[config.mk]
export PLATFORM = sky130hd
export DESIGN_NAME = uart_receiver_with_fifo_top
export DESIGN_NICKNAME = d
export VERILOG_FILES = /design/src/urxf_pkg.sv /design/src/urxf_ram.sv /design/src/uart_receiver_with_fifo_top.sv
export SDC_FILE = /design/constraint.sdc
export NUM_CORES = 1
export LEC_CHECK = 0
export BUFFER_PORTS_ARGS = -buffer_cell sky130_fd_sc_hd__buf_2
export CELL_PAD_IN_SITES_DETAIL_PLACEMENT = 1
export CELL_PAD_IN_SITES_GLOBAL_PLACEMENT = 1
export CORE_MARGIN = 2
export CORE_UTILIZATION = 54
export DETAILED_ROUTE_END_ITERATION = 16
export PLACE_DENSITY_LB_ADDON = 0.05
export REMOVE_ABC_BUFFERS = 1
export SLEW_MARGIN = 20
export SYNTH_ARGS = -nofsm -noshare
export SYNTH_HDL_FRONTEND = slang
export SYNTH_HIERARCHICAL = 1
export SYNTH_SLANG_ARGS = --single-unit
[constraint.sdc]
create_clock -name clk_i -period 6.9 [get_ports clk_i]
set_input_delay 1.035 -clock clk_i [delete_from_list [all_inputs] [get_ports clk_i]]
set_output_delay 1.035 -clock clk_i [all_outputs]
set_load 0.05 [all_outputs]
[src/urxf_pkg.sv]
// ----------------------------------------------------------------------------
// urxf_pkg
// Shared types and constants of the 8N1 UART receiver with receive FIFO.
// ----------------------------------------------------------------------------
`default_nettype none

package urxf_pkg;

  localparam int unsigned FifoDepthDefault = 64;

  localparam int unsigned CpbW      = 16;
  localparam int unsigned CntDownW  = 17;
  localparam int unsigned ByteW     = 8;
  localparam int unsigned AvailW    = 6;
  localparam int unsigned CfgIdxW   = 1;
  localparam int unsigned CfgDataW  = 16;

  localparam logic [CfgIdxW-1:0] CfgRxEnable     = 1'd0;
  localparam logic [CfgIdxW-1:0] CfgClocksPerBit = 1'd1;

  localparam logic            RxEnableReset     = 1'b1;
  localparam logic [CpbW-1:0] ClocksPerBitReset = 16'd868;

  localparam logic [2:0] LastBit = 3'd7;

  typedef enum logic [2:0] {
    PhHunt = 3'b001,
    PhData = 3'b010,
    PhStop = 3'b100
  } phase_e;

endpackage

`default_nettype wire

[src/urxf_ram.sv]
// ----------------------------------------------------------------------------
// urxf_ram
// Generic single-write, single-read RAM with registered read data.
// ----------------------------------------------------------------------------
`default_nettype none

module urxf_ram #(
  parameter int unsigned Width = 8,
  parameter int unsigned Depth = 64
) (
  input  wire logic                     clk_i,
  input  wire logic                     we_i,
  input  wire logic [$clog2(Depth)-1:0] waddr_i,
  input  wire logic [Width-1:0]         wdata_i,
  input  wire logic                     re_i,
  input  wire logic [$clog2(Depth)-1:0] raddr_i,
  output logic      [Width-1:0]         rdata_o
);

  logic [Width-1:0] mem_q [Depth];
  logic [Width-1:0] rdata_q;

  always_ff @(posedge clk_i) begin
    if (we_i) begin
      mem_q[waddr_i] <= wdata_i;
    end
    if (re_i) begin
      rdata_q <= mem_q[raddr_i];
    end
  end

  assign rdata_o = rdata_q;

endmodule

`default_nettype wire

[src/uart_receiver_with_fifo_top.sv]
// ----------------------------------------------------------------------------
// uart_receiver_with_fifo_top
// 8N1 UART receiver with a ring receive FIFO, one line sample per transaction.
// ----------------------------------------------------------------------------
// Each input transaction is one line-sampling tick carrying rx_line and
// read_request; each produces exactly one output transaction. A new input is
// taken every cycle while the result side keeps up. The tick is processed and
// the FIFO RAM read is issued at the accepting edge, where the result is
// registered in stage 1; it then moves into the output register once that
// register is free. A stalled result holds off the input only once stage 1
// is also occupied. The FIFO holds up to FIFO_DEPTH-1 bytes; a full FIFO
// drops the byte and sets overflow. Configuration registers: index 0
// rx_enable, index 1 clocks_per_bit.
// ----------------------------------------------------------------------------
`default_nettype none

module uart_receiver_with_fifo_top #(
  parameter int unsigned FIFO_DEPTH = urxf_pkg::FifoDepthDefault
) (
  input  wire logic                           clk_i,
  input  wire logic                           rst_ni,
  input  wire logic                           in_valid_i,
  output logic                                in_stall_o,
  input  wire logic                           rx_line_i,
  input  wire logic                           read_request_i,
  output logic                                out_valid_o,
  input  wire logic                           out_stall_i,
  output logic [urxf_pkg::ByteW-1:0]          read_byte_o,
  output logic                                read_valid_o,
  output logic [urxf_pkg::AvailW-1:0]         bytes_available_o,
  output logic                                byte_received_o,
  output logic                                framing_error_o,
  output logic                                overflow_o,
  input  wire logic                           cfg_we_i,
  input  wire logic [urxf_pkg::CfgIdxW-1:0]   cfg_index_i,
  input  wire logic [urxf_pkg::CfgDataW-1:0]  cfg_data_i
);

  import urxf_pkg::*;

  localparam int unsigned IdxW = $clog2(FIFO_DEPTH);

  typedef struct packed {
    logic              pop;
    logic              got;
    logic              ferr;
    logic              ovf;
    logic [AvailW-1:0] avail;
  } res_t;

  // configuration
  logic            rx_en_q;
  logic [CpbW-1:0] cpb_q;

  always_ff @(posedge clk_i or negedge rst_ni) begin
    if (!rst_ni) begin
      rx_en_q <= RxEnableReset;
      cpb_q   <= ClocksPerBitReset;
    end else if (cfg_we_i) begin
      case (cfg_index_i)
        CfgRxEnable:     rx_en_q <= cfg_data_i[0];
        CfgClocksPerBit: cpb_q   <= cfg_data_i[CpbW-1:0];
        default:         ;
      endcase
    end
  end

  // handshake
  logic s1_valid_q, s1_valid_d;
  res_t s1_q;
  logic out_valid_q;
  res_t out_q;
  logic [ByteW-1:0] out_byte_q;
  logic out_free, s1_move, accept;
  logic [ByteW-1:0] ram_rdata;

  assign out_free   = !out_valid_q || !out_stall_i;
  assign s1_move    = s1_valid_q && out_free;
  assign in_stall_o = s1_valid_q && !out_free;
  assign accept     = in_valid_i && !in_stall_o;

  // receiver and FIFO pointer state
  phase_e              phase_q, phase_d;
  logic [2:0]          bit_q, bit_d;
  logic [ByteW-1:0]    shift_q, shift_d;
  logic [CntDownW-1:0] cnt_q, cnt_d;
  logic [IdxW-1:0]     widx_q, widx_d, ridx_q, ridx_d;
  logic [IdxW:0]       cnt_pop, cnt_new;
  logic                pop, push;
  res_t                res;

  function automatic logic [IdxW:0] fill(input logic [IdxW-1:0] w, input logic [IdxW-1:0] r);
    logic [IdxW:0] d;
    begin
      d = (IdxW+1)'(FIFO_DEPTH);
      if (w >= r) begin
        fill = {1'b0, w} - {1'b0, r};
      end else begin
        fill = {1'b0, w} + d - {1'b0, r};
      end
    end
  endfunction

  function automatic logic [IdxW-1:0] incr(input logic [IdxW-1:0] i);
    begin
      if (i == IdxW'(FIFO_DEPTH - 1)) begin
        incr = '0;
      end else begin
        incr = i + 1'b1;
      end
    end
  endfunction

  always_comb begin
    phase_d = phase_q;
    bit_d   = bit_q;
    shift_d = shift_q;
    cnt_d   = cnt_q;
    widx_d  = widx_q;
    ridx_d  = ridx_q;
    push    = 1'b0;
    res     = '0;

    pop = read_request_i && (widx_q != ridx_q);
    if (pop) begin
      ridx_d = incr(ridx_q);
    end
    cnt_pop = fill(widx_q, ridx_d);
    res.pop = pop;

    if (!rx_en_q) begin
      phase_d = PhHunt;
    end else if (phase_q != PhData && phase_q != PhStop) begin
      phase_d = PhHunt;
      if (!rx_line_i) begin
        phase_d = PhData;
        cnt_d   = {1'b0, cpb_q[CpbW-1:1], 1'b0} + {2'b00, cpb_q[CpbW-1:1]};
        bit_d   = '0;
        shift_d = '0;
      end
    end else if (cnt_q > CntDownW'(1)) begin
      cnt_d = cnt_q - 1'b1;
    end else if (phase_q == PhData) begin
      shift_d[bit_q] = shift_q[bit_q] | rx_line_i;
      if (bit_q == LastBit) begin
        phase_d = PhStop;
        bit_d   = '0;
      end else begin
        bit_d = bit_q + 1'b1;
      end
      cnt_d = {1'b0, cpb_q};
    end else begin
      if (!rx_line_i) begin
        res.ferr = 1'b1;
      end else begin
        res.got = 1'b1;
        if (cnt_pop >= (IdxW+1)'(FIFO_DEPTH - 1)) begin
          res.ovf = 1'b1;
        end else begin
          push   = 1'b1;
          widx_d = incr(widx_q);
        end
      end
      phase_d = PhHunt;
      cnt_d   = '0;
    end

    cnt_new   = fill(widx_d, ridx_d);
    res.avail = AvailW'(cnt_new);
  end

  always_ff @(posedge clk_i or negedge rst_ni) begin
    if (!rst_ni) begin
      phase_q <= PhHunt;
      bit_q   <= '0;
      shift_q <= '0;
      cnt_q   <= '0;
      widx_q  <= '0;
      ridx_q  <= '0;
    end else if (accept) begin
      phase_q <= phase_d;
      bit_q   <= bit_d;
      shift_q <= shift_d;
      cnt_q   <= cnt_d;
      widx_q  <= widx_d;
      ridx_q  <= ridx_d;
    end
  end

  // FIFO storage; read issued on accept so data lines up with stage 1
  urxf_ram #(
    .Width (ByteW),
    .Depth (FIFO_DEPTH)
  ) u_fifo_ram (
    .clk_i   (clk_i),
    .we_i    (accept && push),
    .waddr_i (widx_q),
    .wdata_i (shift_d),
    .re_i    (accept && pop),
    .raddr_i (ridx_q),
    .rdata_o (ram_rdata)
  );

  // stage 1 and output register
  always_comb begin
    s1_valid_d = s1_valid_q;
    if (accept) begin
      s1_valid_d = 1'b1;
    end else if (s1_move) begin
      s1_valid_d = 1'b0;
    end
  end

  always_ff @(posedge clk_i or negedge rst_ni) begin
    if (!rst_ni) begin
      s1_valid_q  <= 1'b0;
      out_valid_q <= 1'b0;
    end else begin
      s1_valid_q <= s1_valid_d;
      if (out_free) begin
        out_valid_q <= s1_valid_q;
      end
    end
  end

  always_ff @(posedge clk_i) begin
    if (accept) begin
      s1_q <= res;
    end
    if (s1_move) begin
      out_q      <= s1_q;
      out_byte_q <= s1_q.pop ? ram_rdata : '0;
    end
  end

  assign out_valid_o       = out_valid_q;
  assign read_byte_o       = out_byte_q;
  assign read_valid_o      = out_q.pop;
  assign bytes_available_o = out_q.avail;
  assign byte_received_o   = out_q.got;
  assign framing_error_o   = out_q.ferr;
  assign overflow_o        = out_q.ovf;

endmodule

`default_nettype wire
-- After elaboration in Yosys (flattened, before gate mapping)
Memory sizes are Yosys's and may differ from the RTL's. A register that Yosys moved wholly into a read port is not among the register bits.
Cells that the tools add are included.
- memories kept: 1
- bits in writable memories: 512
- word-level logic and storage cells: 125
- flip-flop bits (word level): 90
- input port bits: 24
- output and inout port bits: 20
- bitwise operators: 4
- $add $sub $neg: 11
- reductions and logical operators: 22
- eq/ne operators: 11
- mux-type cells: 49
- magnitude comparators: 6
- memory list (memory ; words ; bits a word ; read ports ; clocked after memory_dff ; wr ports ; line ; RTL):
    u_fifo_ram.mem_q ; 64 ; 8 ; 1 ; 1 ; 1 ; urxf_ram.sv:20 ; logic [Width-1:0] mem_q [Depth];
- operator list (kind ; count):
    two-way mux 6 bit ; 10
    two-way mux 17 bit ; 3
    two-way mux 8 bit ; 5
    two-way mux 3 bit ; 10
    adder 6 x 1 -> 6 bit (second input constant) ; 3
    adder 16 x 15 -> 17 bit ; 1
    > comparator 17 x 1 -> 1 bit (second input constant) ; 1
    subtractor 17 x 1 -> 17 bit (second input constant) ; 1
    two-way mux 16 bit ; 1
    two-way mux 1 bit ; 15
    equality test 6 bit (second input constant) ; 2
    greater-or-equal comparator 6 bit ; 2
    subtractor 6 bit ; 2
    bitwise mux 8 bit ; 1
    logical AND 1 bit ; 8
    adder 6 x 7 -> 7 bit (second input constant) ; 1
    greater-or-equal comparator 7 x 6 -> 1 bit (second input constant) ; 1
    two-way mux 7 bit ; 1
    subtractor 6 x 6 -> 7 bit ; 1
    subtractor 7 x 6 -> 7 bit ; 1
    inequality test 3 bit (second input constant) ; 2
    inequality test 6 bit ; 1
    AND reduction 3 bit ; 2
    AND reduction 5 bit ; 1
    other kinds (19) ; 27

-- Longest topological paths before layout
Gate-level depths: netlist (run 1).
- depth in word-level cells: 15
- depth in mapped cells: 27
- gate-level depth less buffers: 25

-- Modules after synthesis
The synthesis (run 1) kept the hierarchy.
- by module, submodules not included (module ; area each (um2) ; instances ; cells an instance ; seq. area each (um2)):
    urxf_ram ; 20246.9 ; 1 ; 940 ; 15615.0
    uart_receiver_with_fifo_top ; 6277.3 ; 1 ; 667 ; 2401.1

-- Worst setup path after synthesis (run 1)
OpenSTA, ideal clock, no wires.
- path type: reg-to-reg
- start: register widx_q[0]
- end: register s1_q[1] (netlist name) (data pin)
- cell stages (with the launch flop): 24
- buffers on the path: 2
- period minus slack after synthesis: 6095 ps
- slack: 805 ps
- required time: 6638 ps
- setup time: 262 ps
- data arrival time: 5833 ps
- path through: dfrtp_1 -> buf_6 -> xor2_2 -> nor4_4 -> nand2_1 -> and2_1 -> clkbuf_1 -> mux2i_1 -> ha_1 -> nor2b_1 -> o2111ai_1 -> o2111ai_1 -> or2_2 -> a21o_1 -> a22oi_2 -> a31oi_1 -> o21ai_1 -> mux2_2 -> fa_1 -> a21oi_1 -> o211ai_1 -> a311o_1 -> a21oi_2 -> mux2_1
- cells in the longest elaborated chain, start to end: 15
- elaborated cells on any way between the ends: 23
- classes of those cells: add/sub (7); order compare (3); eq/ne (2); mux (10); reduce/logical (1)
- ends and longest elaborated chain (item ; line ; RTL):
    from (decl) ; uart_receiver_with_fifo_top.sv:87 ; logic [IdxW-1:0] widx_q, widx_d, ridx_q, ridx_d;
    from (signal assigned) ; uart_receiver_with_fifo_top.sv:185 ; widx_q <= widx_d;
    inequality test 6 bit * ; uart_receiver_with_fifo_top.sv:124 ; pop = read_request_i && (widx_q != ridx_q);
    logical AND 1 bit * ; uart_receiver_with_fifo_top.sv:124 ;
    net pop ; uart_receiver_with_fifo_top.sv:89 ; logic pop, push;
    two-way mux 6 bit * ; uart_receiver_with_fifo_top.sv:125 ; if (pop) begin
    subtractor 7 x 6 -> 7 bit, or another cell as far along ; uart_receiver_with_fifo_top.sv:99 ; fill = {1'b0, w} + d - {1'b0, r};
    two-way mux 7 bit * ; uart_receiver_with_fifo_top.sv:96 ; if (w >= r) begin
    greater-or-equal comparator 7 x 6 -> 1 bit * ; uart_receiver_with_fifo_top.sv:157 ; if (cnt_pop >= (IdxW+1)'(FIFO_DEPTH - 1)) begin
    two-way mux 6 bit * ; uart_receiver_with_fifo_top.sv:157 ;
    (+2 left out) ; n/a ;
    two-way mux 6 bit * ; uart_receiver_with_fifo_top.sv:141 ; end else if (cnt_q > CntDownW'(1)) begin
    two-way mux 6 bit * ; uart_receiver_with_fifo_top.sv:133 ; end else if (phase_q != PhData && phase_q != PhStop) begin
    two-way mux 6 bit * ; uart_receiver_with_fifo_top.sv:131 ; if (!rx_en_q) begin
    net widx_d[1] ; uart_receiver_with_fifo_top.sv:87 ;
    adder 6 x 1 -> 6 bit ; uart_receiver_with_fifo_top.sv:99 ;
    subtractor 6 bit ; uart_receiver_with_fifo_top.sv:99 ;
    two-way mux 6 bit * ; uart_receiver_with_fifo_top.sv:96 ;
    net cnt_new[1] ; uart_receiver_with_fifo_top.sv:88 ; logic [IdxW:0] cnt_pop, cnt_new;
    to (signal assigned) ; uart_receiver_with_fifo_top.sv:228 ; s1_q <= res;
    to (decl) ; uart_receiver_with_fifo_top.sv:70 ; res_t s1_q;
The timed path passes the listed nets; every way through them passes the cells marked *.
A chain may end at the register's enable or synchronous reset.

-- Worst setup path after layout (run 1)
- start: register widx_q[5]
- end: register s1_q[1] (netlist name) (data pin)
- cells in the longest elaborated chain, start to end: 15
- elaborated cells on any way between the ends: 23
- classes of those cells: add/sub (7); order compare (3); eq/ne (2); mux (10); reduce/logical (1)
- ends and longest elaborated chain (item ; line ; RTL):
    branches (longest 6 deep; another with adder 6 x 7 -> 7 bit) ; n/a ;
    two-way mux 6 bit * ; uart_receiver_with_fifo_top.sv:157 ;
    two-way mux 6 bit * ; uart_receiver_with_fifo_top.sv:153 ; if (!rx_line_i) begin
    two-way mux 6 bit * ; uart_receiver_with_fifo_top.sv:143 ; end else if (phase_q == PhData) begin
    two-way mux 6 bit * ; uart_receiver_with_fifo_top.sv:141 ;
    two-way mux 6 bit * ; uart_receiver_with_fifo_top.sv:133 ;
    two-way mux 6 bit * ; uart_receiver_with_fifo_top.sv:131 ;
    net widx_d[1] ; uart_receiver_with_fifo_top.sv:87 ;
    adder 6 x 1 -> 6 bit ; uart_receiver_with_fifo_top.sv:99 ;
    subtractor 6 bit ; uart_receiver_with_fifo_top.sv:99 ;
    two-way mux 6 bit * ; uart_receiver_with_fifo_top.sv:96 ;
    net cnt_new[1] ; uart_receiver_with_fifo_top.sv:88 ;
Mark *: on every way through the listed nets, which the timed path passes.

==> results of run 1 <==
registers in the layout (all words and copies together), names as in the netlist, 8 cells and up:
register,count
cnt_q,17
s1_q,10
cpb_q,16
shift_q,8
read_byte_o,8
u_fifo_ram/rdata_o,8
u_fifo_ram/mem_q,512
power breakdown:
group,switching (mW),internal (mW)
clock network,1.40,1.77
registers,0.135,4.19
logic,1.93,1.40
total,3.46,7.35
layer usage:
metal / up-vias / global-route usage [%]
li1: 6513 / -
met1: 7984 / 38.25
met2: 454 / 43.70
met3: 128 / 3.968
met4: 0 / 9.955
met5: - / 0
final timing paths:
kind,from,end,cells past startpoint
max reg2reg,widx_q[5],s1_q[1],22
min in group asynchronous,rst_ni,cpb_q[3],2
min reg2reg,s1_q[7],framing_error_o,0
max,widx_q[5],s1_q[1],22
min,s1_q[7],framing_error_o,0
max in group asynchronous,rst_ni,ridx_q[0],2
area by class of cell:
class | instances | area, um^2 | area share [%]
Sequential cell | 610 | 18030 | 61.38
Multi-Input combinational cell | 884 | 7978 | 27.16
Clock buffer | 73 | 1603 | 5.457
Tap cell | 664 | 830.8 | 2.828
Timing Repair Buffer | 81 | 513.0 | 1.746
Clock inverter | 39 | 311.5 | 1.061
Inverter | 29 | 108.9 | 0.3706
cell usage after synthesis, types with 5 or more instances:
library cell	number	area share (%)
sky130_fd_sc_hd__a211oi_1	20	0.57
sky130_fd_sc_hd__a221oi_1	7	0.23
sky130_fd_sc_hd__xor2_1	13	0.43
sky130_fd_sc_hd__o21ai_0	55	1.0
sky130_fd_sc_hd__o31ai_1	7	0.20
sky130_fd_sc_hd__o211ai_1	5	0.14
sky130_fd_sc_hd__o22ai_1	11	0.26
sky130_fd_sc_hd__o221ai_1	9	0.30
sky130_fd_sc_hd__dfstp_2	7	0.69
sky130_fd_sc_hd__a22oi_1	5	0.14
sky130_fd_sc_hd__xnor2_1	29	0.96
sky130_fd_sc_hd__nand3_1	34	0.64
sky130_fd_sc_hd__nor3_1	22	0.42
sky130_fd_sc_hd__and3_1	5	0.12
sky130_fd_sc_hd__nand2_1	83	1.2
sky130_fd_sc_hd__or3_1	6	0.14
sky130_fd_sc_hd__buf_6	6	0.25
sky130_fd_sc_hd__mux2_2	38	1.6
sky130_fd_sc_hd__nor2_1	113	1.6
sky130_fd_sc_hd__buf_4	13	0.37
sky130_fd_sc_hd__dfrtp_1	55	5.2
sky130_fd_sc_hd__mux2i_1	29	1.1
sky130_fd_sc_hd__nor4_1	7	0.17
sky130_fd_sc_hd__edfxtp_1	548	62
sky130_fd_sc_hd__o41ai_1	5	0.17
sky130_fd_sc_hd__mux4_2	126	11
sky130_fd_sc_hd__a22o_1	6	0.20
sky130_fd_sc_hd__a21o_1	13	0.37
sky130_fd_sc_hd__a21oi_1	51	0.96
sky130_fd_sc_hd__buf_2	16	0.30
sky130_fd_sc_hd__and2_1	19	0.45
sky130_fd_sc_hd__clkbuf_1	43	0.61
sky130_fd_sc_hd__a31oi_1	9	0.21
sky130_fd_sc_hd__ha_1	31	1.5
sky130_fd_sc_hd__nand2b_1	12	0.28
sky130_fd_sc_hd__inv_1	29	0.41
sky130_fd_sc_hd__o2111ai_1	11	0.36
sky130_fd_sc_hd__nor2b_1	23	0.54
cell families (layout without fill, tap and decap cells):
family	Yosys count	in the layout	share of synthesized area, %
flops	610	610	67.92
simple gates	349	349	6.354
compound gates	261	261	6.807
mux	194	194	13.45
buf+inv	113	222	2.151
xor+xnor	44	44	1.509
fa+ha+maj	36	36	1.807
stage by stage:
| stage | setup TNS, ns | util [%] | power (mW) | hold WS, ns |
|---|---|---|---|---|
| finish | 0 | 60.26 | 10.81 | 0.4242 |
| floorplan | -1606.26 | - | 6.944 | 0.4003 |
| global route | 0 | 60.26 | 11.30 | 0.4276 |
| global placement | 0 | 56.32 | 7.646 | 0.4024 |
| detailed placement | 0 | 56.32 | 7.729 | 0.4107 |
| CTS | 0 | 60.25 | 10.90 | 0.4256 |
repair_timing:
action                                  in CTS  in global routing
hold endpoints to repair                     0                  0
endpoints found under the setup margin       0                 39
resized for setup                            0                  1
buffers inserted                             0                  0
hold buffers                                 0                  0
critical path, cell delays in order (launching register included):
cell	delay (ns)
sky130_fd_sc_hd__dfrtp_1	0.63
sky130_fd_sc_hd__xor2_1	0.22
sky130_fd_sc_hd__nor4_4	0.46
sky130_fd_sc_hd__nand2_1	0.15
sky130_fd_sc_hd__and2_1	0.25
sky130_fd_sc_hd__mux2i_1	0.13
sky130_fd_sc_hd__buf_4	0.21
sky130_fd_sc_hd__ha_1	0.31
sky130_fd_sc_hd__nor2b_1	0.17
sky130_fd_sc_hd__o2111ai_1	0.19
sky130_fd_sc_hd__o2111ai_1	0.14
sky130_fd_sc_hd__or2_2	0.36
sky130_fd_sc_hd__a21o_1	0.19
sky130_fd_sc_hd__a22oi_2	0.16
sky130_fd_sc_hd__a31oi_1	0.19
sky130_fd_sc_hd__o21ai_2	0.32
sky130_fd_sc_hd__mux2_2	0.43
sky130_fd_sc_hd__fa_1	0.44
sky130_fd_sc_hd__a21oi_1	0.18
sky130_fd_sc_hd__o211ai_1	0.13
sky130_fd_sc_hd__a311o_1	0.40
sky130_fd_sc_hd__a21oi_2	0.14
sky130_fd_sc_hd__mux2_1	0.33
==> impl_metrics.prom, run 1 <==
# TYPE chip_impl_metric gauge
chip_impl_metric{name="max-vdd-ir-drop",unit="V"} 0.0002966
chip_impl_metric{name="detail_route.drc_violations",unit=""} 0
chip_impl_metric{name="cts_num_sinks",unit=""} 610
chip_impl_metric{name="vias_per_cell",unit=""} 6.336
chip_impl_metric{name="grt_pass1_vias",unit=""} 16090
chip_impl_info{name="unrepaired_setup_endpoints_after_global_routing",value="false"} 1
chip_impl_metric{name="antenna_violating_nets_post_route",unit=""} 0
chip_impl_metric{name="die_area",unit="um^2"} 50910
chip_impl_metric{name="detailroute.wirelength.met2",unit="um"} 32160
chip_impl_metric{name="dpl_worst_slack",unit="ns"} 0.4505
chip_impl_metric{name="cts_inserted_buffers",unit=""} 61
chip_impl_metric{name="postSynthCellCount",unit=""} 1607
chip_impl_metric{name="finish.instance_area",unit="um^2"} 29370
chip_impl_metric{name="syn_area_per_cell",unit="um^2"} 16.51
chip_impl_metric{name="via_count",unit=""} 15080
chip_impl_metric{name="postRouteWirelength",unit="um"} 66350
chip_impl_metric{name="final.fill_count",unit=""} 4335
chip_impl_metric{name="placement.io_buffers",unit=""} 43
chip_impl_metric{name="final_max_slew_viol_count",unit=""} 0
chip_impl_metric{name="worstSkewPairLatency",unit="ns"} 0.65
chip_impl_info{name="startpoint_type",value="flip-flop"} 1
chip_impl_metric{name="io_pins",unit=""} 44
chip_impl_metric{name="floorplan.core_area",unit="um^2"} 48750
chip_impl_info{name="worst-setup-path-type",value="reg2reg"} 1
chip_impl_metric{name="area_delta_synth_final",unit="%"} 10.74
chip_impl_metric{name="first_pass_grt_wire_length",unit="um"} 101800
chip_impl_metric{name="wl_met3",unit="um"} 3430
chip_impl_metric{name="finalSetupViolCount",unit=""} 0
chip_impl_metric{name="drt-pass1-iter-count",unit=""} 5
chip_impl_metric{name="sum_of_overflow_across_all_layers_after_global_routing",unit=""} 0
chip_impl_metric{name="final_min_period_over_clock_period",unit="%"} 92.96
chip_impl_metric{name="maxCapViolations",unit=""} 0
chip_impl_metric{name="worst_clock_skew",unit="ns"} 0.03664
chip_impl_metric{name="vertical_extent_of_the_die",unit="um"} 225.6
chip_impl_metric{name="wire_per_inst",unit="um"} 27.88
chip_impl_metric{name="pin_count_of_the_biggest_net_entering_global_routing",unit=""} 91
chip_impl_metric{name="timing.critical_path.required",unit="ns"} 7.27
chip_impl_metric{name="finalNetCount",unit=""} 1726
chip_impl_metric{name="final_layout_size_suffix_gt1_share",unit="%"} 21.79
chip_impl_metric{name="cellLeakagePower",unit="nW"} 9.774
chip_impl_metric{name="timing.reg2reg.setup_slack",unit="ns"} 0.49
chip_impl_info{name="cts_root_buffer",value="sky130_fd_sc_hd__clkbuf_16"} 1
chip_impl_info{name="worst_setup_path_end_kind",value="flip-flop"} 1
chip_impl_metric{name="ys_seq_elements",unit=""} 610
chip_impl_metric{name="report.final.hold_viol_count",unit=""} 0
chip_impl_info{name="worst_hold_path_type",value="reg2reg"} 1
chip_impl_metric{name="final.setup.worst_slack",unit="ns"} 0.4855
chip_impl_metric{name="grt_use_total",unit="%"} 27.18
chip_impl_metric{name="core.rowCount",unit=""} 81
chip_impl_info{name="most_common_cell_after_layout_fill_and_taps_aside",value="sky130_fd_sc_hd__edfxtp_1"} 1
chip_impl_metric{name="initial_antenna_violation_count",unit=""} 1
chip_impl_metric{name="finalNonFillerCells",unit=""} 2380
chip_impl_metric{name="cts-htree-levels",unit=""} 2
chip_impl_metric{name="synthArstFlopShare",unit="%"} 10.16
chip_impl_info{name="layout_common_cells",value="sky130_fd_sc_hd__edfxtp_1 (548), sky130_fd_sc_hd__mux4_2 (126), sky130_fd_sc_hd__nor2_1 (113)"} 1
chip_impl_info{name="top_layer",value="met4"} 1
chip_impl_metric{name="m1WireLength",unit="um"} 28440
chip_impl_metric{name="period_minus_slack",unit="ns"} 6.415
chip_impl_metric{name="floorplan.initialDensity",unit="%"} 54.41
chip_impl_metric{name="number_of_enable_flip_flop_cells_after_synthesis",unit=""} 548
chip_impl_metric{name="ys_seq_area_share",unit="%"} 67.92
chip_impl_metric{name="die-width",unit="um"} 225.6
chip_impl_metric{name="data_arrival_at_the_endpoint_of_the_critical_path",unit="ns"} 6.79
chip_impl_info{name="outcome",value="completed"} 1
chip_impl_metric{name="place.gp.congestion",unit=""} 0.8271
chip_impl_metric{name="place.detailed.hpwl",unit="um"} 40430
chip_impl_metric{name="place.detailed.instances",unit=""} 2268
chip_impl_metric{name="cts_max_path_buffers",unit=""} 3
chip_impl_metric{name="tightestPinTransition",unit="ns"} 1.020
chip_impl_info{name="ys_dominant_reg_cell",value="sky130_fd_sc_hd__edfxtp_1"} 1
chip_impl_metric{name="syn_area",unit="um^2"} 26520
chip_impl_info{name="tritoncts",value="built"} 1
chip_impl_metric{name="fmax",unit="GHz"} 0.1559
chip_impl_metric{name="antenna_cells",unit=""} 0
chip_impl_metric{name="synthesis.yosys.warnings",unit=""} 6
chip_impl_metric{name="drt_iter0_drc",unit=""} 1297
chip_impl_metric{name="worst-path-max-fanout",unit=""} 13
chip_impl_metric{name="max-slew-margin-rel",unit="%"} 31.78
chip_impl_metric{name="cts.reportedPaths.clkPinSlew",unit="ns"} 0.06
chip_impl_metric{name="cellPowerDensity",unit="nW/um^2"} 367.9
chip_impl_metric{name="placed_area",unit="um^2"} 27460
chip_impl_metric{name="ys_types",unit=""} 81
(Power assumes the default switching activity.)
==> run 2: changes to the inputs <==
Settings changed: ABC_AREA set to 1, CORE_UTILIZATION 54 to 51.
==> run 2 against run 1 <==
  * Wire length rose by 21%
  * Register-to-register slack gained 0.31 ns
  * Fmax grew 5.0%
  * Sequential cell count did not move
  * Via count up 31%
  * Global-route usage grew 2.1 points
  * Synthesized cell count is 62% higher
  * Largest cell class unchanged
  * Largest power group unchanged
  * Highest routed layer is now met5
==> impl_metrics.prom, run 2 <==
# TYPE chip_impl_metric gauge
chip_impl_metric{name="timing.critical_path.required",unit="ns"} 7.14
chip_impl_metric{name="ys_seq_elements",unit=""} 610
chip_impl_info{name="tritoncts",value="built"} 1
chip_impl_metric{name="detailroute.wirelength.met2",unit="um"} 39210
chip_impl_info{name="outcome",value="completed"} 1
chip_impl_metric{name="grt_use_total",unit="%"} 29.24
chip_impl_metric{name="period_minus_slack",unit="ns"} 6.109
chip_impl_metric{name="final_max_slew_viol_count",unit=""} 0
chip_impl_metric{name="core.rowCount",unit=""} 85
chip_impl_info{name="worst-setup-path-type",value="reg2reg"} 1
chip_impl_metric{name="post_cts_setup_buffer_count",unit=""} 0
chip_impl_metric{name="die_area",unit="um^2"} 56120
chip_impl_metric{name="finalNonFillerCells",unit=""} 3386
chip_impl_info{name="synth.cells.most_frequent",value="sky130_fd_sc_hd__nand2_1 (826), sky130_fd_sc_hd__edfxtp_1 (548), sky130_fd_sc_hd__nand3_1 (474), sky130_fd_sc_hd__inv_1 (126), sky130_fd_sc_hd__nor2_1 (105)"} 1
chip_impl_metric{name="first_pass_grt_wire_length",unit="um"} 124400
chip_impl_metric{name="cts_num_sinks",unit=""} 610
chip_impl_metric{name="fin_setup_tns",unit="ns"} 0
chip_impl_metric{name="initial_antenna_violation_count",unit=""} 2
chip_impl_metric{name="worstSkewPairLatency",unit="ns"} 0.62
chip_impl_metric{name="vias_per_cell",unit=""} 5.843
chip_impl_metric{name="ys_seq_area_share",unit="%"} 65.13
chip_impl_info{name="worst_setup_path_end_kind",value="flip-flop"} 1
chip_impl_metric{name="reg2reg_depth",unit=""} 20
chip_impl_metric{name="report.final.hold_viol_count",unit=""} 0
chip_impl_metric{name="drt-pass1-iter-count",unit=""} 7
chip_impl_metric{name="synthArstFlopShare",unit="%"} 10.16
chip_impl_info{name="ys_dominant_reg_cell",value="sky130_fd_sc_hd__edfxtp_1"} 1
chip_impl_metric{name="antenna_violating_nets_post_route",unit=""} 0
chip_impl_metric{name="final_layout_size_suffix_gt1_share",unit="%"} 10.00
chip_impl_metric{name="grt_pass1_vias",unit=""} 20870
chip_impl_metric{name="via_count",unit=""} 19790
chip_impl_info{name="hold-path-endpoint",value="bytes_available_o[1]"} 1
chip_impl_metric{name="wire_per_inst",unit="um"} 23.75
chip_impl_metric{name="vertical_extent_of_the_die",unit="um"} 236.9
chip_impl_metric{name="place.detailed.hpwl",unit="um"} 50250
chip_impl_metric{name="max-vdd-ir-drop",unit="V"} 0.0002387
chip_impl_metric{name="sequential_cell_area",unit="um^2"} 18020
chip_impl_metric{name="synthesis.yosys.warnings",unit=""} 6
chip_impl_metric{name="die-width",unit="um"} 236.9
chip_impl_metric{name="final.fill_count",unit=""} 5665
chip_impl_metric{name="holdPathStages",unit=""} 0
chip_impl_metric{name="finalSetupViolCount",unit=""} 0
chip_impl_metric{name="pin_count_of_the_biggest_net_entering_global_routing",unit=""} 109
chip_impl_metric{name="postCtsHoldBufs",unit=""} 0
chip_impl_metric{name="area_delta_synth_final",unit="%"} 10.00
chip_impl_info{name="netlist_top_cells_area",value="sky130_fd_sc_hd__edfxtp_1 (59%), sky130_fd_sc_hd__nand2_1 (11%), sky130_fd_sc_hd__nand3_1 (8.6%)"} 1
chip_impl_info{name="most_common_cell_after_layout_fill_and_taps_aside",value="sky130_fd_sc_hd__nand2_1"} 1
chip_impl_info{name="synth_top_cell_by_area",value="sky130_fd_sc_hd__edfxtp_1"} 1
chip_impl_info{name="registers.top_by_ff_count",value="u_fifo_ram/mem_q"} 1
chip_impl_metric{name="postSynthCellCount",unit=""} 2610
chip_impl_metric{name="timing.reg2reg.setup_slack",unit="ns"} 0.79
chip_impl_metric{name="placed_area",unit="um^2"} 28350
chip_impl_metric{name="floorplan.initialDensity",unit="%"} 51.50
chip_impl_metric{name="maxCapViolations",unit=""} 0
chip_impl_metric{name="sum_of_overflow_across_all_layers_after_global_routing",unit=""} 0
chip_impl_info{name="worst_hold_path_type",value="reg2reg"} 1
chip_impl_info{name="unrepaired_setup_endpoints_after_global_routing",value="false"} 1
chip_impl_metric{name="finalNetCount",unit=""} 2701
chip_impl_metric{name="cts_repair_resize_count",unit=""} 0
chip_impl_metric{name="multi_input_combinational_cell_area",unit="um^2"} 8303
chip_impl_metric{name="data_arrival_at_the_endpoint_of_the_critical_path",unit="ns"} 6.35
chip_impl_metric{name="tightestPinTransition",unit="ns"} 1.047
chip_impl_metric{name="place.gp.congestion",unit=""} 0.8963
chip_impl_metric{name="m1WireLength",unit="um"} 34710
chip_impl_metric{name="netlist.area_leader.share",unit="%"} 59.49
chip_impl_metric{name="syn_area",unit="um^2"} 27660
chip_impl_metric{name="max-slew-margin-rel",unit="%"} 29.74
chip_impl_metric{name="cellPowerDensity",unit="nW/um^2"} 399.4
chip_impl_metric{name="number_of_enable_flip_flop_cells_after_synthesis",unit=""} 548
chip_impl_info{name="top_layer",value="met5"} 1
chip_impl_metric{name="final_min_period_over_clock_period",unit="%"} 88.54
chip_impl_metric{name="postRouteWirelength",unit="um"} 80430
chip_impl_metric{name="ys_types",unit=""} 53
chip_impl_metric{name="cts.reportedPaths.clkPinSlew",unit="ns"} 0.06
chip_impl_metric{name="largest_register_ffs",unit=""} 512
chip_impl_info{name="regToRegStartpoint",value="ridx_q[2]"} 1
chip_impl_metric{name="cts-htree-levels",unit=""} 3
chip_impl_metric{name="antenna_cells",unit=""} 0
chip_impl_info{name="most_numerous_cell_in_the_yosys_netlist",value="sky130_fd_sc_hd__nand2_1"} 1
chip_impl_metric{name="detail_route.drc_violations",unit=""} 0
chip_impl_info{name="top_regs",value="u_fifo_ram/mem_q x512, cnt_q x17, cpb_q x16"} 1
chip_impl_metric{name="io_pins",unit=""} 44
chip_impl_metric{name="cts_inserted_buffers",unit=""} 67
chip_impl_info{name="timing.rr.end",value="u_fifo_ram/mem_q[15][2]"} 1
chip_impl_info{name="cts_root_buffer",value="sky130_fd_sc_hd__clkbuf_16"} 1
chip_impl_metric{name="cellLeakagePower",unit="nW"} 11.87
chip_impl_info{name="startpoint_type",value="flip-flop"} 1
chip_impl_metric{name="cts_max_path_buffers",unit=""} 3
chip_impl_metric{name="place.detailed.instances",unit=""} 3269
chip_impl_info{name="crit_start",value="ridx_q[2]"} 1
chip_impl_metric{name="worst_clock_skew",unit="ns"} 0.02205
chip_impl_metric{name="placement.io_buffers",unit=""} 43
chip_impl_metric{name="syn_area_per_cell",unit="um^2"} 10.60
chip_impl_metric{name="floorplan.core_area",unit="um^2"} 53710
chip_impl_info{name="layout_common_cells",value="sky130_fd_sc_hd__nand2_1 (826), sky130_fd_sc_hd__edfxtp_1 (548), sky130_fd_sc_hd__nand3_1 (474)"} 1
chip_impl_metric{name="finish.instance_area",unit="um^2"} 30430
chip_impl_info{name="hold_start",value="s1_q[1]"} 1
chip_impl_metric{name="drt_iter0_drc",unit=""} 1450
chip_impl_metric{name="wl_met3",unit="um"} 4488
chip_impl_metric{name="p_total",unit="mW"} 12.15
chip_impl_metric{name="fmax",unit="GHz"} 0.1637
chip_impl_metric{name="worst-path-max-fanout",unit=""} 44
==> run 2: routing by layer <==
| layer | up-vias | GRT usage, % |
|---|---|---|
| li1 | 9093 | - |
| met1 | 9951 | 39.46 |
| met2 | 610 | 48.64 |
| met3 | 130 | 4.640 |
| met5 | - | 0 |
| met4 | 2 | 9.628 |
==> run 2: layout make-up <==
type,count,area share [%]
multi-input combinational,1725,27.29
inverter,145,1.813
sequential,610,59.24
clock buffer,88,5.979
timing repair buffer,93,1.994
clock inverter,29,0.8265
tap,696,2.862
==> run 2: worst max-delay path by stage <==
stage | to | slack (ns)
detailed placement | u_fifo_ram/mem_q[15][1] | 0.87
global route | u_fifo_ram/mem_q[31][7] | 0.49
global placement | u_fifo_ram/mem_q[15][2] | 1.23
CTS | u_fifo_ram/mem_q[15][6] | 0.86
floorplan | u_fifo_ram/mem_q[48][0] | -1.72
finish | u_fifo_ram/mem_q[15][2] | 0.79
==> run 2: through the flow <==
step | worst slack, ns | hold slack, ns | utilization (%)
finish | 0.7906 | 0.4210 | 56.65
global route | 0.4857 | 0.4256 | 56.65
CTS | 0.8578 | 0.4216 | 56.65
detailed placement | 0.8742 | 0.4074 | 52.79
global placement | 1.231 | 0.4018 | 52.79
floorplan | -1.723 | 0.4003 | -
==> run 2: worst max-delay path, stage by stage, from the launching register on <==
cell and delay, ns:
sky130_fd_sc_hd__dfrtp_2 0.78, sky130_fd_sc_hd__buf_4 0.63, sky130_fd_sc_hd__nand4_1 0.25, sky130_fd_sc_hd__nor3_1 0.32, sky130_fd_sc_hd__a211oi_1 0.08, sky130_fd_sc_hd__a21oi_1 0.31, sky130_fd_sc_hd__ha_1 0.25, sky130_fd_sc_hd__nand2_1 0.11
sky130_fd_sc_hd__inv_1 0.12, sky130_fd_sc_hd__nand3_1 0.12, sky130_fd_sc_hd__nor2_1 0.20, sky130_fd_sc_hd__nor2_1 0.06, sky130_fd_sc_hd__nand3_1 0.08, sky130_fd_sc_hd__nand2_1 0.08, sky130_fd_sc_hd__inv_2 0.09, sky130_fd_sc_hd__nand2_4 0.07
sky130_fd_sc_hd__nor2_8 0.15, sky130_fd_sc_hd__nand2_1 0.08, sky130_fd_sc_hd__inv_1 0.27, sky130_fd_sc_hd__nand4_1 0.77, sky130_fd_sc_hd__nor2_1 0.90
==> run 2: cell families after synthesis <==
logic type / synth area share, %
XOR/XNOR: 0.6649
multiplexers: 0.2035
buffers and inverters: 5.193
adder cells (fa/ha/maj): 1.692
AO/OA/AOI/OAI: 3.406
AND/OR/NAND/NOR: 23.71
flip-flops: 65.13
==> run 2: report_power, final <==
part,leakage (nW),internal [mW],switching [mW]
logic,5.03,1.19,3.09
registers,5.84,4.21,0.223
clock network,1.00,1.98,1.46
total,11.9,7.37,4.78
==> run 3: changes to the inputs <==
Settings changed: CORE_UTILIZATION 51 to 52, SYNTH_HIERARCHICAL 1 to not set.
==> run 3 against run 2 <==
  * Sequential share of layout area rose by 2.6 points
  * Worst hold slack got worse by 0.0045 ns
  * Synthesized cell count shrank 18%
  * Area after synthesis down 5.6%
  * First-iteration DRC count increased by 4.8%
  * Non-clock buffer count shrank 23
  * Global-route usage decreased by 0.60 points
  * Total power about the same
  * Worst setup slack gained 0.24 ns
  * Die area down 7.3%
  * Wire length down 8.2%
  * Combinational power is 2% lower
==> impl_metrics.prom, run 3 <==
# TYPE chip_impl_metric gauge
chip_impl_metric{name="drt-pass1-iter-count",unit=""} 5
chip_impl_metric{name="worst-path-max-fanout",unit=""} 58
chip_impl_metric{name="ys_seq_elements",unit=""} 610
chip_impl_info{name="worst_setup_path_end_kind",value="flip-flop"} 1
chip_impl_info{name="tritoncts",value="built"} 1
chip_impl_metric{name="detail_route.drc_violations",unit=""} 0
chip_impl_info{name="synth_top_cell_by_area",value="sky130_fd_sc_hd__edfxtp_1"} 1
chip_impl_info{name="registers.top_by_ff_count",value="u_fifo_ram.mem_q"} 1
chip_impl_metric{name="dpl_worst_slack",unit="ns"} 1.054
chip_impl_metric{name="place.gp.congestion",unit=""} 0.8669
chip_impl_metric{name="finalNetCount",unit=""} 2231
chip_impl_metric{name="postCtsHoldBufs",unit=""} 0
chip_impl_metric{name="final.setup.worst_slack",unit="ns"} 1.028
chip_impl_metric{name="worstSkewPairLatency",unit="ns"} 0.61
chip_impl_metric{name="largest_register_ffs",unit=""} 512
chip_impl_metric{name="max-vdd-ir-drop",unit="V"} 0.0002905
chip_impl_info{name="timing.critical_path.slowest_stage_cell",value="sky130_fd_sc_hd__nor2_1"} 1
chip_impl_metric{name="initial_antenna_violation_count",unit=""} 0
chip_impl_metric{name="cts_inserted_buffers",unit=""} 67
chip_impl_info{name="critical-path-top-cell-by-count",value="sky130_fd_sc_hd__nor2_1"} 1
chip_impl_info{name="layout_common_cells",value="sky130_fd_sc_hd__edfxtp_1 (548), sky130_fd_sc_hd__nand2_1 (355), sky130_fd_sc_hd__a21oi_1 (194)"} 1
chip_impl_metric{name="cts.reportedPaths.clkPinSlew",unit="ns"} 0.06
chip_impl_metric{name="sum_of_overflow_across_all_layers_after_global_routing",unit=""} 0
chip_impl_metric{name="tightestPinTransition",unit="ns"} 0.9684
chip_impl_metric{name="pin_count_of_the_biggest_net_entering_global_routing",unit=""} 145
chip_impl_metric{name="postRouteWirelength",unit="um"} 73870
chip_impl_info{name="worst_hold_path_type",value="reg2reg"} 1
chip_impl_metric{name="synthArstFlopShare",unit="%"} 10.16
chip_impl_metric{name="final_max_slew_viol_count",unit=""} 0
chip_impl_metric{name="cts_max_path_buffers",unit=""} 3
chip_impl_info{name="crit_chain",value="buf_4 -> ha_1 -> nand3_1 -> nor2_1 -> o21ai_0 -> o21ai_0 -> inv_1 -> ha_1 -> inv_1 -> fa_1 -> inv_1 -> nor2_1 -> nand3_1 -> nor2_1 -> nand2_1 -> nor2_2 -> nand3_2 -> nand2_4 -> nor2_8 -> nand2_2 -> nor2_2 -> nand3_1 -> nor2_1"} 1
chip_impl_info{name="top_regs",value="u_fifo_ram.mem_q x512, cnt_q x17, cpb_q x16"} 1
chip_impl_metric{name="ys_types",unit=""} 50
chip_impl_metric{name="report.final.hold_viol_count",unit=""} 0
chip_impl_metric{name="maxCapViolations",unit=""} 0
chip_impl_metric{name="critPathMaxStageDelay",unit="ns"} 0.87
chip_impl_metric{name="floorplan.initialDensity",unit="%"} 52.36
chip_impl_metric{name="cellLeakagePower",unit="nW"} 10.34
chip_impl_metric{name="timing.critical_path.required",unit="ns"} 7.13
chip_impl_metric{name="die_area",unit="um^2"} 52020
chip_impl_metric{name="worst_clock_skew",unit="ns"} 0.02326
chip_impl_metric{name="final_min_period_over_clock_period",unit="%"} 85.11
chip_impl_metric{name="ys_seq_area_share",unit="%"} 69.01
chip_impl_info{name="most_common_cell_after_layout_fill_and_taps_aside",value="sky130_fd_sc_hd__edfxtp_1"} 1
chip_impl_info{name="most_numerous_cell_in_the_yosys_netlist",value="sky130_fd_sc_hd__edfxtp_1"} 1
chip_impl_metric{name="wire_per_inst",unit="um"} 25.55
chip_impl_metric{name="post_cts_setup_buffer_count",unit=""} 0
chip_impl_metric{name="number_of_enable_flip_flop_cells_after_synthesis",unit=""} 548
chip_impl_metric{name="cellPowerDensity",unit="nW/um^2"} 416.7
chip_impl_info{name="netlist_top_cells_area",value="sky130_fd_sc_hd__edfxtp_1 (63%), sky130_fd_sc_hd__dfrtp_1 (5.3%), sky130_fd_sc_hd__nand2_1 (5.1%)"} 1
chip_impl_metric{name="fmax",unit="GHz"} 0.1703
chip_impl_metric{name="finish.instance_area",unit="um^2"} 29150
chip_impl_metric{name="die-width",unit="um"} 228.1
chip_impl_metric{name="syn_area_per_cell",unit="um^2"} 12.13
chip_impl_metric{name="first_pass_grt_wire_length",unit="um"} 113500
chip_impl_metric{name="final_layout_size_suffix_gt1_share",unit="%"} 11.27
chip_impl_info{name="startpoint_type",value="flip-flop"} 1
chip_impl_info{name="worst-setup-path-type",value="reg2reg"} 1
chip_impl_metric{name="syn_area",unit="um^2"} 26110
chip_impl_metric{name="synthesis.yosys.warnings",unit=""} 0
chip_impl_info{name="synth.cells.most_frequent",value="sky130_fd_sc_hd__edfxtp_1 (548), sky130_fd_sc_hd__nand2_1 (357), sky130_fd_sc_hd__a21oi_1 (195), sky130_fd_sc_hd__nor2_1 (171), sky130_fd_sc_hd__o21ai_0 (130)"} 1
chip_impl_info{name="outcome",value="completed"} 1
chip_impl_metric{name="antenna_cells",unit=""} 0
chip_impl_metric{name="io_pins",unit=""} 44
chip_impl_metric{name="netlist.area_leader.share",unit="%"} 63.03
chip_impl_info{name="ys_dominant_reg_cell",value="sky130_fd_sc_hd__edfxtp_1"} 1
chip_impl_metric{name="cts-htree-levels",unit=""} 3
chip_impl_info{name="cts_root_buffer",value="sky130_fd_sc_hd__clkbuf_16"} 1
chip_impl_metric{name="via_count",unit=""} 17690
chip_impl_info{name="unrepaired_setup_endpoints_after_global_routing",value="false"} 1
chip_impl_metric{name="drt_iter0_drc",unit=""} 1519
chip_impl_metric{name="core.rowCount",unit=""} 82
chip_impl_metric{name="data_arrival_at_the_endpoint_of_the_critical_path",unit="ns"} 6.10
chip_impl_metric{name="cts_num_sinks",unit=""} 610
chip_impl_metric{name="grt_use_total",unit="%"} 28.64
chip_impl_metric{name="vias_per_cell",unit=""} 6.119
chip_impl_metric{name="period_minus_slack",unit="ns"} 5.872
chip_impl_metric{name="area_delta_synth_final",unit="%"} 11.64
chip_impl_metric{name="grt_pass1_vias",unit=""} 18500
chip_impl_metric{name="vertical_extent_of_the_die",unit="um"} 228.1
chip_impl_metric{name="postSynthCellCount",unit=""} 2153
chip_impl_metric{name="max-slew-margin-rel",unit="%"} 35.28
chip_impl_metric{name="placement.io_buffers",unit=""} 43
chip_impl_metric{name="cts_repair_resize_count",unit=""} 0
chip_impl_metric{name="floorplan.core_area",unit="um^2"} 49860
chip_impl_metric{name="antenna_violating_nets_post_route",unit=""} 0
chip_impl_metric{name="finalSetupViolCount",unit=""} 0
chip_impl_metric{name="place.detailed.hpwl",unit="um"} 44520
chip_impl_metric{name="placed_area",unit="um^2"} 27030
[run 3: cell types whose count changed in the layout (fill, tap and decap cells not counted), sizes merged, moves of 23 or more]
cell,previous run,this run
nand2,844,375
nand3,486,60
a21oi,45,195
o221ai,1,113
nor2,115,179
o21ai,72,130
a31oi,3,50
buf,93,70
[run 3: final timing paths]
kind	cells past startpoint	startpoint	slack (ns)	endpoint
worst min-delay path	0	s1_q[8]	0.42	byte_received_o
worst min register to register	0	s1_q[8]	0.42	byte_received_o
worst max register to register	23	ridx_q[0]	1.03	u_fifo_ram.mem_q[57][3]
worst max-delay path	23	ridx_q[0]	1.03	u_fifo_ram.mem_q[57][3]
max in group asynchronous	2	rst_ni	5.60	ridx_q[0]
min in group asynchronous	2	rst_ni	0.64	widx_q[4]
[run 3: critical path, delay by kind of cell (launching register included)]
family / cells / cell delay (ns)
AOI/OAI and AO/OA: 2 / 0.26
adders and majority gates: 3 / 0.93
buffers and inverters: 4 / 0.87
DFF: 1 / 0.57
and+or+nand+nor: 14 / 2.82
[run 3: metal layers]
layer	share of wire (%)	GRT usage, %	vias up	wire length (um)
met2	49	47.62	531	36120
met3	5.3	3.213	117	3894
met1	43	39.82	9033	31940
met5	0	0	-	0
li1	-	-	8008	-
met4	2.6	9.089	0	1909
[run 3: stage by stage]
step / cells / setup TNS (ns) / hold WS [ns] / utilization (%) / total power [mW]
2_1_floorplan: 2033 / -489.04 / 0.4003 / - / 7.173
3_3_place_gp: 2775 / 0 / 0.4005 / 54.21 / 8.568
3_5_place_dp: 2775 / 0 / 0.4056 / 54.21 / 8.684
4_1_cts: 2891 / 0 / 0.4191 / 58.44 / 12.19
5_1_grt: 2891 / 0 / 0.4263 / 58.45 / 12.74
6_report: 2891 / 0 / 0.4166 / 58.45 / 12.14
[run 3: cell type report]
class | instances | area [um^2]
inverters | 138 | 528.0
multi-input cells | 1285 | 7218
well taps | 672 | 840.8
repair buffers | 70 | 430.4
clock inverters | 34 | 310.3
flip-flops and latches | 610 | 18020
clock buffers | 82 | 1795
fillers | 5066 | 20720
[run 3: cell families after synthesis]
group | synth area share (%)
AO/OA/AOI/OAI | 13.76
XOR/XNOR | 0.7045
adder cells (fa/ha/maj) | 1.792
buffers and inverters | 3.800
flip-flops | 69.01
multiplexers | 0.2156
AND/OR/NAND/NOR | 10.72
[run 3: power by group]
group	switching, mW	internal [mW]	leakage [nW]
Combinational	2.98	1.21	3.47
Sequential	0.198	4.27	5.84
Clock	1.48	2.01	1.03
